File: src/rtl/hxp_pkg.sv
// Shared types and constants for the hex text to 128-bit integer parser.
// Used by every module of the block; depends on nothing else.
package hxp_pkg;

    // Result status codes.
    localparam logic [1:0] ST_OK        = 2'd0;
    localparam logic [1:0] ST_INVALID   = 2'd1;
    localparam logic [1:0] ST_TOO_LARGE = 2'd2;

    // Register indexes of the configuration channel.
    localparam logic [1:0] REG_DIGIT_LIMIT = 2'd0;
    localparam logic [1:0] REG_STRICT_FORM = 2'd1;

    // Width of the value accumulator and of the result value.
    localparam int ACC_W = 128;

    // Count of entries in the queue between front and back.
    localparam int QUEUE_DEPTH = 2;

    // One classified character as it travels from front to back.
    typedef struct packed {
        logic       last;
        logic       none;
        logic       is_space;
        logic       is_zero;
        logic       is_hex;
        logic [3:0] digit;
    } char_entry_t;

endpackage

File: src/rtl/hxp_front.sv
// Front end: classifies each incoming text byte into a queue entry.
// Depends on hxp_pkg for the entry type.
module hxp_front
(
    input  logic [7:0]          text_byte,
    input  logic                end_of_string,
    input  logic                no_byte,
    output hxp_pkg::char_entry_t entry
);

    logic       dec_digit;
    logic       upper_hex;
    logic       lower_hex;
    logic [7:0] digit_wide;

    // Character classes of the raw byte.
    always_comb
    begin
        dec_digit  = (text_byte >= 8'h30) && (text_byte <= 8'h39);
        upper_hex  = (text_byte >= 8'h41) && (text_byte <= 8'h46);
        lower_hex  = (text_byte >= 8'h61) && (text_byte <= 8'h66);
        priority if (dec_digit)
        begin
            digit_wide = text_byte - 8'h30;
        end
        else if (upper_hex)
        begin
            digit_wide = text_byte - 8'h37;
        end
        else if (lower_hex)
        begin
            digit_wide = text_byte - 8'h57;
        end
        else
        begin
            digit_wide = 8'd0;
        end
    end

    // Pack the classification for the back end.
    always_comb
    begin
        entry.last     = end_of_string;
        entry.none     = no_byte;
        entry.is_space = (text_byte == 8'd32) ||
                         ((text_byte >= 8'd9) && (text_byte <= 8'd13));
        entry.is_zero  = (text_byte == 8'h30);
        entry.is_hex   = dec_digit || upper_hex || lower_hex;
        entry.digit    = digit_wide[3:0];
    end

endmodule

File: src/rtl/hxp_queue.sv
// Short queue that decouples the classifying front from the parsing back.
// Depends on hxp_pkg for the entry type and the depth.
module hxp_queue
(
    input  logic                 clk,
    input  logic                 rst_n,
    input  logic                 push,
    input  hxp_pkg::char_entry_t push_entry,
    output logic                 full,
    input  logic                 pop,
    output logic                 not_empty,
    output hxp_pkg::char_entry_t head_entry
);

    localparam int PTR_W = (hxp_pkg::QUEUE_DEPTH > 1) ? $clog2(hxp_pkg::QUEUE_DEPTH) : 1;
    localparam int CNT_W = $clog2(hxp_pkg::QUEUE_DEPTH + 1);

    hxp_pkg::char_entry_t slot_reg [hxp_pkg::QUEUE_DEPTH];
    logic [PTR_W-1:0]     wr_ptr_reg;
    logic [PTR_W-1:0]     wr_ptr_next;
    logic [PTR_W-1:0]     rd_ptr_reg;
    logic [PTR_W-1:0]     rd_ptr_next;
    logic [CNT_W-1:0]     count_reg;
    logic [CNT_W-1:0]     count_next;

    // Pointer and fill count updates, wrapping at the depth.
    always_comb
    begin
        wr_ptr_next = wr_ptr_reg;
        rd_ptr_next = rd_ptr_reg;
        count_next  = count_reg;
        if (push)
        begin
            wr_ptr_next = (wr_ptr_reg == PTR_W'(hxp_pkg::QUEUE_DEPTH - 1)) ?
                          '0 : wr_ptr_reg + PTR_W'(1);
        end
        if (pop)
        begin
            rd_ptr_next = (rd_ptr_reg == PTR_W'(hxp_pkg::QUEUE_DEPTH - 1)) ?
                          '0 : rd_ptr_reg + PTR_W'(1);
        end
        if (push && !pop)
        begin
            count_next = count_reg + CNT_W'(1);
        end
        else if (pop && !push)
        begin
            count_next = count_reg - CNT_W'(1);
        end
    end

    // Control state.
    always_ff @(posedge clk or negedge rst_n)
    begin
        if (!rst_n)
        begin
            wr_ptr_reg <= '0;
            rd_ptr_reg <= '0;
            count_reg  <= '0;
        end
        else
        begin
            wr_ptr_reg <= wr_ptr_next;
            rd_ptr_reg <= rd_ptr_next;
            count_reg  <= count_next;
        end
    end

    // Entry storage.
    always_ff @(posedge clk)
    begin
        if (push)
        begin
            slot_reg[wr_ptr_reg] <= push_entry;
        end
    end

    assign full       = (count_reg == CNT_W'(hxp_pkg::QUEUE_DEPTH));
    assign not_empty  = (count_reg != '0);
    assign head_entry = slot_reg[rd_ptr_reg];

endmodule

File: src/rtl/hxp_back.sv
// Back end: string state, hex accumulation, verdict and the result register.
// Depends on hxp_pkg for status codes, entry type and accumulator width.
module hxp_back
#(
    parameter int MAX_DIGITS = 32
)
(
    input  logic                       clk,
    input  logic                       rst_n,
    input  logic [5:0]                 digit_limit,
    input  logic                       strict_form,
    input  logic                       entry_valid,
    input  hxp_pkg::char_entry_t       entry,
    output logic                       entry_pop,
    output logic                       result_valid,
    input  logic                       result_ready,
    output logic [1:0]                 status,
    output logic [hxp_pkg::ACC_W-1:0]  value
);

    typedef enum logic [1:0]
    {
        PH_LEAD,
        PH_ZERO,
        PH_BODY
    } phase_t;

    phase_t                    phase_reg;
    phase_t                    phase_next;
    logic                      zeros_reg;
    logic                      zeros_next;
    logic [5:0]                pend_reg;
    logic [5:0]                pend_next;
    logic [5:0]                count_reg;
    logic [5:0]                count_next;
    logic                      bad_reg;
    logic                      bad_next;
    logic [hxp_pkg::ACC_W-1:0] acc_reg;
    logic [hxp_pkg::ACC_W-1:0] acc_next;
    logic                      out_valid_reg;
    logic                      out_valid_next;
    logic [1:0]                status_reg;
    logic [1:0]                status_next;
    logic [hxp_pkg::ACC_W-1:0] value_reg;

    logic [5:0]                lim;
    logic [5:0]                lim_plus;
    logic [6:0]                pend_sum;
    logic                      take_pend;
    logic                      take_char;
    logic [5:0]                count_base;

    // Effective digit limit, clamped into one to MAX_DIGITS.
    always_comb
    begin
        priority if (digit_limit == 6'd0)
        begin
            lim = 6'd1;
        end
        else if (digit_limit > 6'(MAX_DIGITS))
        begin
            lim = 6'(MAX_DIGITS);
        end
        else
        begin
            lim = digit_limit;
        end
        lim_plus = lim + 6'd1;
    end

    // The back end moves on unless a result would overwrite a waiting one.
    assign entry_pop = entry_valid && (!entry.last || !out_valid_reg || result_ready);

    // Per-character update of the string state.
    always_comb
    begin
        phase_next = phase_reg;
        zeros_next = zeros_reg;
        pend_next  = pend_reg;
        count_next = count_reg;
        bad_next   = bad_reg;
        acc_next   = acc_reg;
        take_pend  = 1'b0;
        take_char  = 1'b0;
        pend_sum   = 7'(count_reg) + 7'(pend_reg);

        if (!entry.none)
        begin
            priority if (strict_form)
            begin
                take_char = 1'b1;
            end
            else if (entry.is_space)
            begin
                if (phase_reg != PH_LEAD && pend_reg != 6'd63)
                begin
                    pend_next = pend_reg + 6'd1;
                end
            end
            else if (entry.is_zero && phase_reg != PH_BODY && pend_reg == 6'd0)
            begin
                phase_next = PH_ZERO;
                zeros_next = 1'b1;
            end
            else
            begin
                take_pend = 1'b1;
                take_char = 1'b1;
            end
        end

        // Trailing spaces followed by more text become bad characters.
        count_base = count_reg;
        if (take_pend)
        begin
            count_base = (pend_sum > 7'(lim_plus)) ? lim_plus : pend_sum[5:0];
            if (pend_reg != 6'd0)
            begin
                bad_next = 1'b1;
            end
            pend_next = 6'd0;
        end

        // A significant character is counted and shifted in.
        if (take_char)
        begin
            phase_next = PH_BODY;
            count_next = (count_base <= lim) ? count_base + 6'd1 : count_base;
            if (!entry.is_hex)
            begin
                bad_next = 1'b1;
            end
            acc_next = {acc_reg[hxp_pkg::ACC_W-5:0],
                        (entry.is_hex ? entry.digit : 4'd0)};
        end
    end

    // Verdict from the updated state.
    always_comb
    begin
        if (strict_form)
        begin
            status_next = (count_next != lim || bad_next) ?
                          hxp_pkg::ST_INVALID : hxp_pkg::ST_OK;
        end
        else if (count_next > lim)
        begin
            status_next = hxp_pkg::ST_TOO_LARGE;
        end
        else if (count_next == 6'd0)
        begin
            status_next = zeros_next ? hxp_pkg::ST_OK : hxp_pkg::ST_INVALID;
        end
        else
        begin
            status_next = bad_next ? hxp_pkg::ST_INVALID : hxp_pkg::ST_OK;
        end
    end

    // Result register handshake.
    always_comb
    begin
        out_valid_next = out_valid_reg;
        if (entry_pop && entry.last)
        begin
            out_valid_next = 1'b1;
        end
        else if (result_ready)
        begin
            out_valid_next = 1'b0;
        end
    end

    // String state; it returns to the reset values after every end item.
    always_ff @(posedge clk or negedge rst_n)
    begin
        if (!rst_n)
        begin
            phase_reg     <= PH_LEAD;
            zeros_reg     <= 1'b0;
            pend_reg      <= 6'd0;
            count_reg     <= 6'd0;
            bad_reg       <= 1'b0;
            acc_reg       <= '0;
            out_valid_reg <= 1'b0;
        end
        else
        begin
            out_valid_reg <= out_valid_next;
            if (entry_pop)
            begin
                if (entry.last)
                begin
                    phase_reg <= PH_LEAD;
                    zeros_reg <= 1'b0;
                    pend_reg  <= 6'd0;
                    count_reg <= 6'd0;
                    bad_reg   <= 1'b0;
                    acc_reg   <= '0;
                end
                else
                begin
                    phase_reg <= phase_next;
                    zeros_reg <= zeros_next;
                    pend_reg  <= pend_next;
                    count_reg <= count_next;
                    bad_reg   <= bad_next;
                    acc_reg   <= acc_next;
                end
            end
        end
    end

    // Result payload.
    always_ff @(posedge clk)
    begin
        if (entry_pop && entry.last)
        begin
            status_reg <= status_next;
            value_reg  <= (status_next == hxp_pkg::ST_OK) ? acc_next : '0;
        end
    end

    assign result_valid = out_valid_reg;
    assign status       = status_reg;
    assign value        = value_reg;

endmodule

File: src/rtl/hex_text_to_uint128_parser.sv
// Hex text to 128-bit unsigned integer parser, top level.
// Throughput: one text byte per cycle while the queue is not full; the string state updates once per popped entry.
// An end item passes through the queue and then into the result register, which drives m_tvalid,
// when no earlier result waits; a waiting result holds end items in the queue.
// The two-entry queue and the result register let input and output stall on their own.
// Reset: rst_n clears all string state, the queue and the result valid at once;
// digit_limit resets to 16 and strict_form to 0.
module hex_text_to_uint128_parser
#(
    parameter int MAX_DIGITS = 32
)
(
    input  logic           clk,
    input  logic           rst_n,
    // Input stream.
    input  logic           s_tvalid,
    output logic           s_tready,
    input  logic [7:0]     s_tdata,   // [7:0] text_byte
    input  logic           s_tlast,   // end_of_string
    input  logic           s_tuser,   // [0] no_byte
    // Result stream.
    output logic           m_tvalid,
    input  logic           m_tready,
    output logic [127:0]   m_tdata,   // [63:0] value_low, [127:64] value_high
    output logic [1:0]     m_tuser,   // [1:0] status
    // Configuration write channel.
    input  logic           cfg_valid,
    output logic           cfg_ready,
    input  logic [1:0]     cfg_index,
    input  logic [5:0]     cfg_data
);

    logic [5:0]           limit_reg;
    logic                 strict_reg;
    hxp_pkg::char_entry_t front_entry;
    hxp_pkg::char_entry_t head_entry;
    logic                 queue_full;
    logic                 queue_valid;
    logic                 queue_pop;

    // Configuration registers.
    assign cfg_ready = 1'b1;

    always_ff @(posedge clk or negedge rst_n)
    begin
        if (!rst_n)
        begin
            limit_reg  <= 6'd16;
            strict_reg <= 1'b0;
        end
        else if (cfg_valid && cfg_ready)
        begin
            unique case (cfg_index)
                hxp_pkg::REG_DIGIT_LIMIT: limit_reg  <= cfg_data;
                hxp_pkg::REG_STRICT_FORM: strict_reg <= cfg_data[0];
                default:                  ;
            endcase
        end
    end

    hxp_front u_front
    (
        .text_byte     (s_tdata),
        .end_of_string (s_tlast),
        .no_byte       (s_tuser),
        .entry         (front_entry)
    );

    assign s_tready = !queue_full;

    hxp_queue u_queue
    (
        .clk        (clk),
        .rst_n      (rst_n),
        .push       (s_tvalid && s_tready),
        .push_entry (front_entry),
        .full       (queue_full),
        .pop        (queue_pop),
        .not_empty  (queue_valid),
        .head_entry (head_entry)
    );

    hxp_back
    #(
        .MAX_DIGITS (MAX_DIGITS)
    )
    u_back
    (
        .clk          (clk),
        .rst_n        (rst_n),
        .digit_limit  (limit_reg),
        .strict_form  (strict_reg),
        .entry_valid  (queue_valid),
        .entry        (head_entry),
        .entry_pop    (queue_pop),
        .result_valid (m_tvalid),
        .result_ready (m_tready),
        .status       (m_tuser),
        .value        (m_tdata)
    );

    // A result that is not ok carries a zero value.
    assert property (@(posedge clk) disable iff (!rst_n)
        m_tvalid && (m_tuser != hxp_pkg::ST_OK) |-> (m_tdata == '0))
        else $error("non-ok result carries a nonzero value");

    // The status code is always one of the three defined codes.
    assert property (@(posedge clk) disable iff (!rst_n)
        m_tvalid |-> (m_tuser <= hxp_pkg::ST_TOO_LARGE))
        else $error("undefined status code");

    // The back end never takes an entry from an empty queue.
    assert property (@(posedge clk) disable iff (!rst_n)
        queue_pop |-> queue_valid)
        else $error("pop from empty queue");

    // A full queue holds off the input.
    assert property (@(posedge clk) disable iff (!rst_n)
        queue_full |-> !s_tready)
        else $error("input accepted while queue full");

endmodule

File: config.mk
export PLATFORM = sky130hd
export DESIGN_NAME = hex_text_to_uint128_parser
export DESIGN_NICKNAME = d
export VERILOG_FILES = /design/src/rtl/hxp_pkg.sv /design/src/rtl/hxp_front.sv /design/src/rtl/hxp_queue.sv /design/src/rtl/hxp_back.sv /design/src/rtl/hex_text_to_uint128_parser.sv
export SDC_FILE = /design/constraint.sdc
export NUM_CORES = 1
export LEC_CHECK = 0
export ABC_AREA = 1
export BUFFER_PORTS_ARGS = -buffer_cell sky130_fd_sc_hd__buf_2
export CAP_MARGIN = 5
export CORE_UTILIZATION = 55
export DETAILED_ROUTE_END_ITERATION = 10
export PLACE_DENSITY = 0.75
export SLEW_MARGIN = 20
export SYNTH_ARGS = -nofsm -noshare
export SYNTH_HDL_FRONTEND = slang
export SYNTH_SLANG_ARGS = --single-unit
export TNS_END_PERCENT = 5
File: constraint.sdc
create_clock -name clk -period 7.9 [get_ports clk]
set_clock_uncertainty 0.15 [all_clocks]
set_input_delay 1.185 -clock clk [delete_from_list [all_inputs] [get_ports clk]]
set_output_delay 1.185 -clock clk [all_outputs]
set_load 0.02 [all_outputs]
* After elaboration in Yosys (flattened, before gate mapping)
Memory sizes are Yosys's and may differ from the RTL's. Cells that the tools add are included.
Cells by class: add/subtract/negate cells 11, multiply operators 0, shifts and indexed selects 0, equality and inequality tests 12, reductions and logical operators 40, magnitude comparators 12, div/mod/pow operators 0, bitwise logic cells 0, multiplexer cells 55
Operator list (count):
- two-way mux 128 bit | 2
- two-way mux 6 bit | 13
- two-way mux 1 bit | 25
- two-way mux 2 bit | 11
- adder 6 x 1 -> 6 bit (second input constant) | 3
- zero test 6 bit | 3
- equality test 8 x 6 -> 1 bit (second input constant) | 2
- greater-or-equal comparator 8 x 7 -> 1 bit (second input constant) | 2
- <= comparator 8 x 7 -> 1 bit (second input constant) | 2
- two-way mux 4 bit | 4
- logical AND 1 bit | 12
- AND reduction 5 bit | 2
- != test 3 x 1 -> 1 bit (second input constant) | 3
- nonzero test 3 bit | 3
- greater-or-equal comparator 8 x 4 -> 1 bit (second input constant) | 1
- greater-or-equal comparator 8 x 6 -> 1 bit (second input constant) | 1
- <= comparator 8 x 4 -> 1 bit (second input constant) | 1
- <= comparator 8 x 6 -> 1 bit (second input constant) | 1
- nonzero test 2 bit | 4
- subtractor 4 x 3 -> 4 bit (second input constant) | 2
- adder 6 x 6 -> 7 bit | 1
- greater-than comparator 7 x 6 -> 1 bit | 1
- greater-than comparator 6 bit | 1
- greater-than comparator 6 bit (second input constant) | 1
- other kinds (16) | 29
Storage, ports and cells: input port bits 23, memory bits (writable) 18, bits in latches 0, logic and storage cells 145, register bits 286, memory bits (read-only) 0, memories kept 1
Memory list:
- u_queue.slot_reg | depth 2, bits a word 9, rd ports 1, clocked after memory_dff 0, wr ports 1, RTL line hxp_queue.sv:18 | hxp_pkg::char_entry_t slot_reg [hxp_pkg::QUEUE_DEPTH];

* Depth between registers and ports, before layout
Gate-level depths: netlist of run 1.
word-level depth 16, mapped depth 49, mapped depth without buffers 47

* Modules after synthesis
From an unflattened synthesis of run 1, not the netlist that was laid out.
Second synthesis, totals: cell total of the unflattened synthesis 1419, area total of the unflattened synthesis 14955.6 um2
Modules (own cells, without submodules):
- hxp_back | instances 1, area each 13444.1 um2, cells an instance 1282, seq. area each 7532.2 um2
- hxp_queue | instances 1, area each 893.4 um2, cells an instance 53, seq. area each 640.6 um2
- hex_text_to_uint128_parser | instances 1, area each 324.1 um2, cells an instance 38, seq. area each 176.4 um2
- hxp_front | instances 1, area each 294.0 um2, cells an instance 46, seq. area each 0.0 um2

* Worst setup path after synthesis of run 1
OpenSTA, ideal clock, no wires.
kind register to register, start point register u_back.pend_reg[2], end point register u_back.value_reg (netlist bit u_back.value[60]) (data pin), data required time 7.485 ns, arrival time 5.289 ns, path slack 2.196 ns, period minus slack after synthesis 5.704 ns, buffers on the path 2, stages on the path, launching flop included 45, setup time 0.265 ns, cells stage by stage dfrtp_1 -> ha_1 -> a21oi_1 -> nand2_1 -> nand2_1 -> nand2_1 -> nand2_1 -> nand2_1 -> xnor2_1 -> inv_1 -> ha_1 -> inv_1 -> nor2_1 -> nand4_1 -> nand2_1 -> nand2_1 -> inv_1 -> nand2_1 -> [9 not listed] -> nand3_1 -> nand2_1 -> nand2_1 -> nand2_1 -> inv_1 -> ha_1 -> nand2_1 -> inv_1 -> nand2_1 -> inv_2 -> a21oi_1 -> nand2_1 -> nand2_1 -> nand2_1 -> nand3_2 -> buf_12 -> buf_8 -> nor2_4
On the way: word-level cells in the longest chain between the ends 15
RTL lines:
- start, declared | RTL line hxp_back.sv:32 | logic [5:0] pend_reg;
- start signal, assigned | RTL line hxp_back.sv:205 | pend_reg <= pend_next;
- branches (longest 15 deep; another with adder 6 x 6 -> 7 bit)
- end signal, assigned | RTL line hxp_back.sv:220 | value_reg <= (status_next == hxp_pkg::ST_OK) ? acc_next : '0;
- end, declared | RTL line hxp_back.sv:44 | logic [hxp_pkg::ACC_W-1:0] value_reg;
Several ways; the timed one is not identified. A chain may end at the register's enable or synchronous reset.

* Worst setup path after layout of run 1
start point register u_back.pend_reg[2], end point register u_back.value_reg (netlist bit u_back.value[27]) (data pin)
The elaborated chain is that of the path after synthesis.

==> impl_metrics.json, run 1 <==
{
  "outcome": "completed",
  "worstSetupStartpointType": "flip-flop",
  "reg2reg_to": "u_back.value[27]",
  "synth_edf_count": 148,
  "routed_via_density": 5.348,
  "core_area_um2": 26060,
  "rsz0062_at_grt": "false",
  "dr.first_iter.drc_count": 802,
  "crit_fanout": 28,
  "cts_buffer_depth": 3,
  "cts_setup_buffers": 0,
  "r2r_slack_ns": 1.16,
  "rows": 59,
  "ios": 156,
  "clock_latency_ns": 0.54,
  "wl_per_cell_um": 15.68,
  "holdPathStages": 2,
  "async_flop_share": 0.5132,
  "first_pass_iters": 5,
  "nets": 1605,
  "start_util": 0.5616,
  "cts_tree": "done",
  "ys_ff_latch": 304,
  "ant_nets": 0,
  "yosysSeqAreaShare": 0.5705,
  "path_class": "reg -> reg",
  "worst-endpoint-arrival_ns": 6.87,
  "drc": 0,
  "die_w_um": 165.1,
  "dpl_cell_area_um2": 15510,
  "grt_overflow": 0,
  "grt_max_degree": 125,
  "min_to": "u_back.bad_reg",
  "required_ns": 8.03,
  "cts_buffers": 31,
  "place_hpwl_um": 18620,
  "finalInstanceArea_um2": 16570,
  "worst_r2r_startpoint": "u_back.pend_reg[2]",
  "grt_usage": 0.2209,
  "max_slew_margin": 0.2813,
  "clk_pin_slew_worst_paths_ns": 0.07,
  "setup_viol": 0,
  "io_buffers": 154,
  "grt_pass1_vias": 9782,
  "slew_viol_final": 0,
  "ctsHoldBuffers": 0,
  "die_area_um2": 27270,
  "synth.distinct_cells": 52,
  "r2r_cells": 43,
  "cts.sink_count": 304,
  "netlist_area_um2": 14640,
  "finalCritPeriodShare": 0.8532,
  "worstMarginPinSlew_ns": 1.078,
  "post_cts_resized": 0,
  "drt_wl_total_um": 29920,
  "syn_nets": 1480,
  "synth_ff_type": "dfrtp_1",
  "endpoint_kind": "flip-flop",
  "max_stage_delay_ns": 0.44,
  "cpMostUsedCell": "nand2_1",
  "area_growth_pct": 13.19,
  "period_minus_slack_ns": 6.740,
  "setup_tns_ns": 0,
  "cts_root_buf": "clkbuf_16",
  "fmax_mhz": 148.4,
  "seq_area_um2": 8349,
  "num-fill-cells": 2096,
  "yosysWarnings": 0,
  "worstHoldPathType": "reg -> reg",
  "grt_pass1_wl_um": 47980,
  "drive_gt1_frac": 0.2225,
  "crit_slowest_cell": "dfrtp_1",
  "antenna_found_initial": 0,
  "min_from": "u_back.bad_reg",
  "final-hold-violation-count": 0,
  "multi_input_area_um2": 5074,
  "synthCells": 1424,
  "place_congestion": 0.8974,
  "vias": 10200,
  "die_h_um": 165.1,
  "syn_area_per_cell_um2": 10.28,
  "diodes": 0,
  "drv_cap": 0,
  "htree_levels": 1
}
## synth_stat cells (4+ instances only)
library cell | number | area share
nor2_4 | 93 | 0.072
edfxtp_1 | 148 | 0.30
dfrtp_1 | 155 | 0.27
nor2_2 | 9 | 0.0038
nor4_1 | 4 | 0.0017
a21oi_1 | 31 | 0.011
o21ai_0 | 146 | 0.050
xnor2_1 | 5 | 0.0030
nand3_1 | 34 | 0.012
nand2_1 | 242 | 0.062
inv_1 | 194 | 0.050
nand2_2 | 4 | 0.0017
clkbuf_1 | 53 | 0.014
nor2_1 | 66 | 0.017
ha_1 | 32 | 0.027
nand4_1 | 6 | 0.0026
o22ai_1 | 132 | 0.056
buf_12 | 10 | 0.014
inv_2 | 4 | 0.0010
## cell families after synthesis
group | count (synthesis) | synth area share
compound gates | 322 | 0.1242
xor+xnor | 8 | 0.004788
fa+ha+maj | 33 | 0.02873
buf+inv | 274 | 0.08472
flops | 304 | 0.5705
mux | 4 | 0.002992
other cells | 1 | 0.0002562
simple gates | 478 | 0.1838
## routing by layer
metal / GRT usage / part of all wire / vias up
met1: 0.3058 / 0.44 / 4844
met4: 0.07006 / 0.026 / 0
met3: 0.02647 / 0.049 / 46
met2: 0.3638 / 0.48 / 273
li1: - / - / 5041
met5: 0 / 0 / -
## worst max path at each step
stage                  startpoint                to  slack, ns  cells past startpoint
2_1_floorplan  u_back.pend_reg[2]  u_back.value[60]       2.20                     44
3_3_place_gp   u_back.pend_reg[2]  u_back.value[28]       1.50                     43
3_5_place_dp   u_back.pend_reg[2]  u_back.value[28]       1.25                     43
4_1_cts        u_back.pend_reg[2]  u_back.value[28]       1.24                     43
5_1_grt              limit_reg[1]  u_back.value[28]       0.45                     40
6_report       u_back.pend_reg[2]  u_back.value[27]       1.16                     43
## layout make-up
type | count | area share
multi-input cells | 846 | 0.3063
repair buffers | 165 | 0.05415
inverters | 201 | 0.04630
flip-flops and latches | 304 | 0.5040
clock inverters | 16 | 0.01125
clock buffers | 41 | 0.05272
well taps | 335 | 0.02530
## stage by stage
step / setup WS [ns] / utilization / hold WS [ns] / instances
2_1_floorplan: 2.196 / - / 0.3000 / 1424
3_3_place_gp: 1.501 / 0.5950 / 0.3170 / 1851
3_5_place_dp: 1.247 / 0.5950 / 0.3297 / 1851
4_1_cts: 1.235 / 0.6357 / 0.3477 / 1908
5_1_grt: 0.4530 / 0.6357 / 0.3765 / 1908
6_report: 1.160 / 0.6357 / 0.3429 / 1908
## cell usage in the layout (no fill, tap or decap), types with 8 or more instances in the layout
cell type / count
buf_4: 8
edfxtp_1: 148
nor2_2: 9
nor2_1: 66
nor2_4: 93
dfrtp_1: 155
a21oi_1: 31
nand2_1: 241
o22ai_1: 132
buf_2: 153
inv_1: 193
clkbuf_16: 31
ha_1: 32
o21ai_0: 146
nand3_1: 33
## critical path: cells and delay by family, from the launching register on
kind / cells / cell delay, ns
AOI/OAI and AO/OA: 4 / 0.92
xor gates and xnor gates: 1 / 0.26
adders and majority gates: 4 / 1.29
buffers and inverters: 7 / 0.79
DFF: 1 / 0.44
and+or+nand+nor: 27 / 2.62
Power of run 1 is not shown: default switching activity piles up to over one toggle a cycle in this logic, so the estimate is an artifact.
==> run 2, diff against run 1 <==
--- a/config.mk
+++ b/config.mk
@@ -8,9 +8,8 @@
 export ABC_AREA = 1
 export BUFFER_PORTS_ARGS = -buffer_cell sky130_fd_sc_hd__buf_2
 export CAP_MARGIN = 5
-export CORE_UTILIZATION = 55
+export CORE_UTILIZATION = 40
 export DETAILED_ROUTE_END_ITERATION = 10
-export PLACE_DENSITY = 0.75
 export SLEW_MARGIN = 20
 export SYNTH_ARGS = -nofsm -noshare
 export SYNTH_HDL_FRONTEND = slang
==> run 2 against run 1 <==
  * The run now ends with DRC left
  * Critical path depth down 2
  * Sequential cell count did not move
  * Register-to-register slack worse by 0.28 ns
  * Non-clock buffer count unchanged
  * Global-route usage fell by 5.0 points
  * Die area increased by 37%
  * First-iteration DRC count fell by 10%
  * Critical path type unchanged
  * Critical endpoint is now u_back.value[17]
==> impl_metrics.json, run 2 (same netlist as run 1, synthesis figures left out) <==
{
  "period_minus_slack_ns": 7.019,
  "cts_buffer_depth": 3,
  "cts.sink_count": 304,
  "cts_buffers": 34,
  "clk_pin_slew_worst_paths_ns": 0.06,
  "antenna_found_initial": 0,
  "wl_per_cell_um": 15.43,
  "max_slew_margin": 0.2536,
  "io_buffers": 154,
  "finalCritPeriodShare": 0.8884,
  "finalInstanceArea_um2": 16760,
  "min_from": "u_back.bad_reg",
  "ant_nets": 0,
  "grt_usage": 0.1714,
  "worst_r2r_startpoint": "u_back.pend_reg[2]",
  "grt_pass1_wl_um": 52160,
  "area_growth_pct": 14.50,
  "seq_area_um2": 8349,
  "setup_viol": 0,
  "crit_slowest_cell": "buf_12",
  "clock_latency_ns": 0.52,
  "num-fill-cells": 3281,
  "max_stage_delay_ns": 0.53,
  "path_class": "reg -> reg",
  "ctsHoldBuffers": 0,
  "r2r_slack_ns": 0.88,
  "ios": 156,
  "core_area_um2": 35830,
  "reg2reg_to": "u_back.value[17]",
  "final_common_cell": "nand2_1",
  "nets": 1608,
  "worstSetupStartpointType": "flip-flop",
  "drive_gt1_frac": 0.2200,
  "multi_input_area_um2": 5074,
  "die_area_um2": 37360,
  "drc": 9,
  "setup_tns_ns": 0,
  "routed_via_density": 4.972,
  "final-hold-violation-count": 0,
  "worst-endpoint-arrival_ns": 7.11,
  "diodes": 0,
  "r2r_cells": 41,
  "holdPathStages": 2,
  "drv_cap": 0,
  "worstMarginPinSlew_ns": 1.120,
  "rsz0062_at_grt": "false",
  "start_util": 0.4085,
  "min_to": "u_back.bad_reg",
  "grt_max_degree": 127,
  "required_ns": 7.99,
  "fmax_mhz": 142.5,
  "post_cts_resized": 0,
  "cpMostUsedCell": "nand2_1",
  "place_congestion": 0.8455,
  "rows": 69,
  "endpoint_kind": "flip-flop",
  "die_h_um": 193.3,
  "cts_tree": "done",
  "cts_setup_buffers": 0,
  "vias": 10130,
  "stdcell_count": 2038,
  "worstHoldPathType": "reg -> reg",
  "layout_common_cells": "nand2_1, inv_1, dfrtp_1",
  "grt_overflow": 0,
  "cts_root_buf": "clkbuf_16",
  "dr.first_iter.drc_count": 719,
  "htree_levels": 2,
  "die_w_um": 193.3,
  "crit_fanout": 68,
  "dp_cells": 1977,
  "dpl_cell_area_um2": 15640,
  "violations": "DRC",
  "grt_pass1_vias": 10050,
  "drt_wl_total_um": 31440,
  "slew_viol_final": 0,
  "first_pass_iters": 11,
  "place_hpwl_um": 19710,
  "outcome": "finished, violations left"
}
## run 2: cell types whose count changed in the layout (fill, tap and decap cells not counted)
cell       change
clkbuf_8       -5
clkbuf_16      +4
clkinv_1       +4
clkbuf_1       +3
buf_12         -2
buf_4          +2
clkinv_2       -2
inv_16         +1
inv_6          -1
## run 2: critical path, delay by kind of cell (launching register included)
family / cells / cell delay (ns)
AND/OR/NAND/NOR: 26 / 2.89
adder cells (fa/ha/maj): 4 / 1.29
buffers and inverters: 7 / 0.90
AO/OA/AOI/OAI: 3 / 0.80
flip-flops: 1 / 0.45
XOR/XNOR: 1 / 0.21
## run 2: cell type report
class,count,area share
Clock buffer,43,0.05466
Clock inverter,18,0.01210
Inverter,201,0.04577
Multi-Input combinational cell,846,0.3028
Sequential cell,304,0.4982
Tap cell,461,0.03442
Timing Repair Buffer,165,0.05204
## run 2: per-stage QoR
| stage | hold slack [ns] | worst slack [ns] | util |
|---|---|---|---|
| 4_1_cts | 0.3429 | 0.9309 | 0.4677 |
| 6_report | 0.3398 | 0.8815 | 0.4677 |
| 5_1_grt | 0.3838 | 0.1505 | 0.4677 |
| 2_1_floorplan | 0.3000 | 2.196 | - |
| 3_5_place_dp | 0.3260 | 0.9748 | 0.4365 |
| 3_3_place_gp | 0.3292 | 1.246 | 0.4365 |
## run 2: how the worst max path moves through the flow
stage / startpoint / end
5_1_grt: u_back.pend_reg[2] / u_back.value[20]
6_report: u_back.pend_reg[2] / u_back.value[17]
3_3_place_gp: u_back.pend_reg[2] / u_back.value[0]
4_1_cts: u_back.pend_reg[2] / u_back.value[8]
3_5_place_dp: u_back.pend_reg[2] / u_back.value[17]
2_1_floorplan: u_back.pend_reg[2] / u_back.value[60]
## run 2: layer usage
metal  global-route usage  vias to the layer above  wire, um
li1                     -                     5058         -
met1               0.2356                     4818     15050
met2               0.2760                      215     14300
met3              0.03156                       42      1437
met4              0.05126                        0       652
met5                    0                        -         0
Power of run 2 is left out for the same reason.
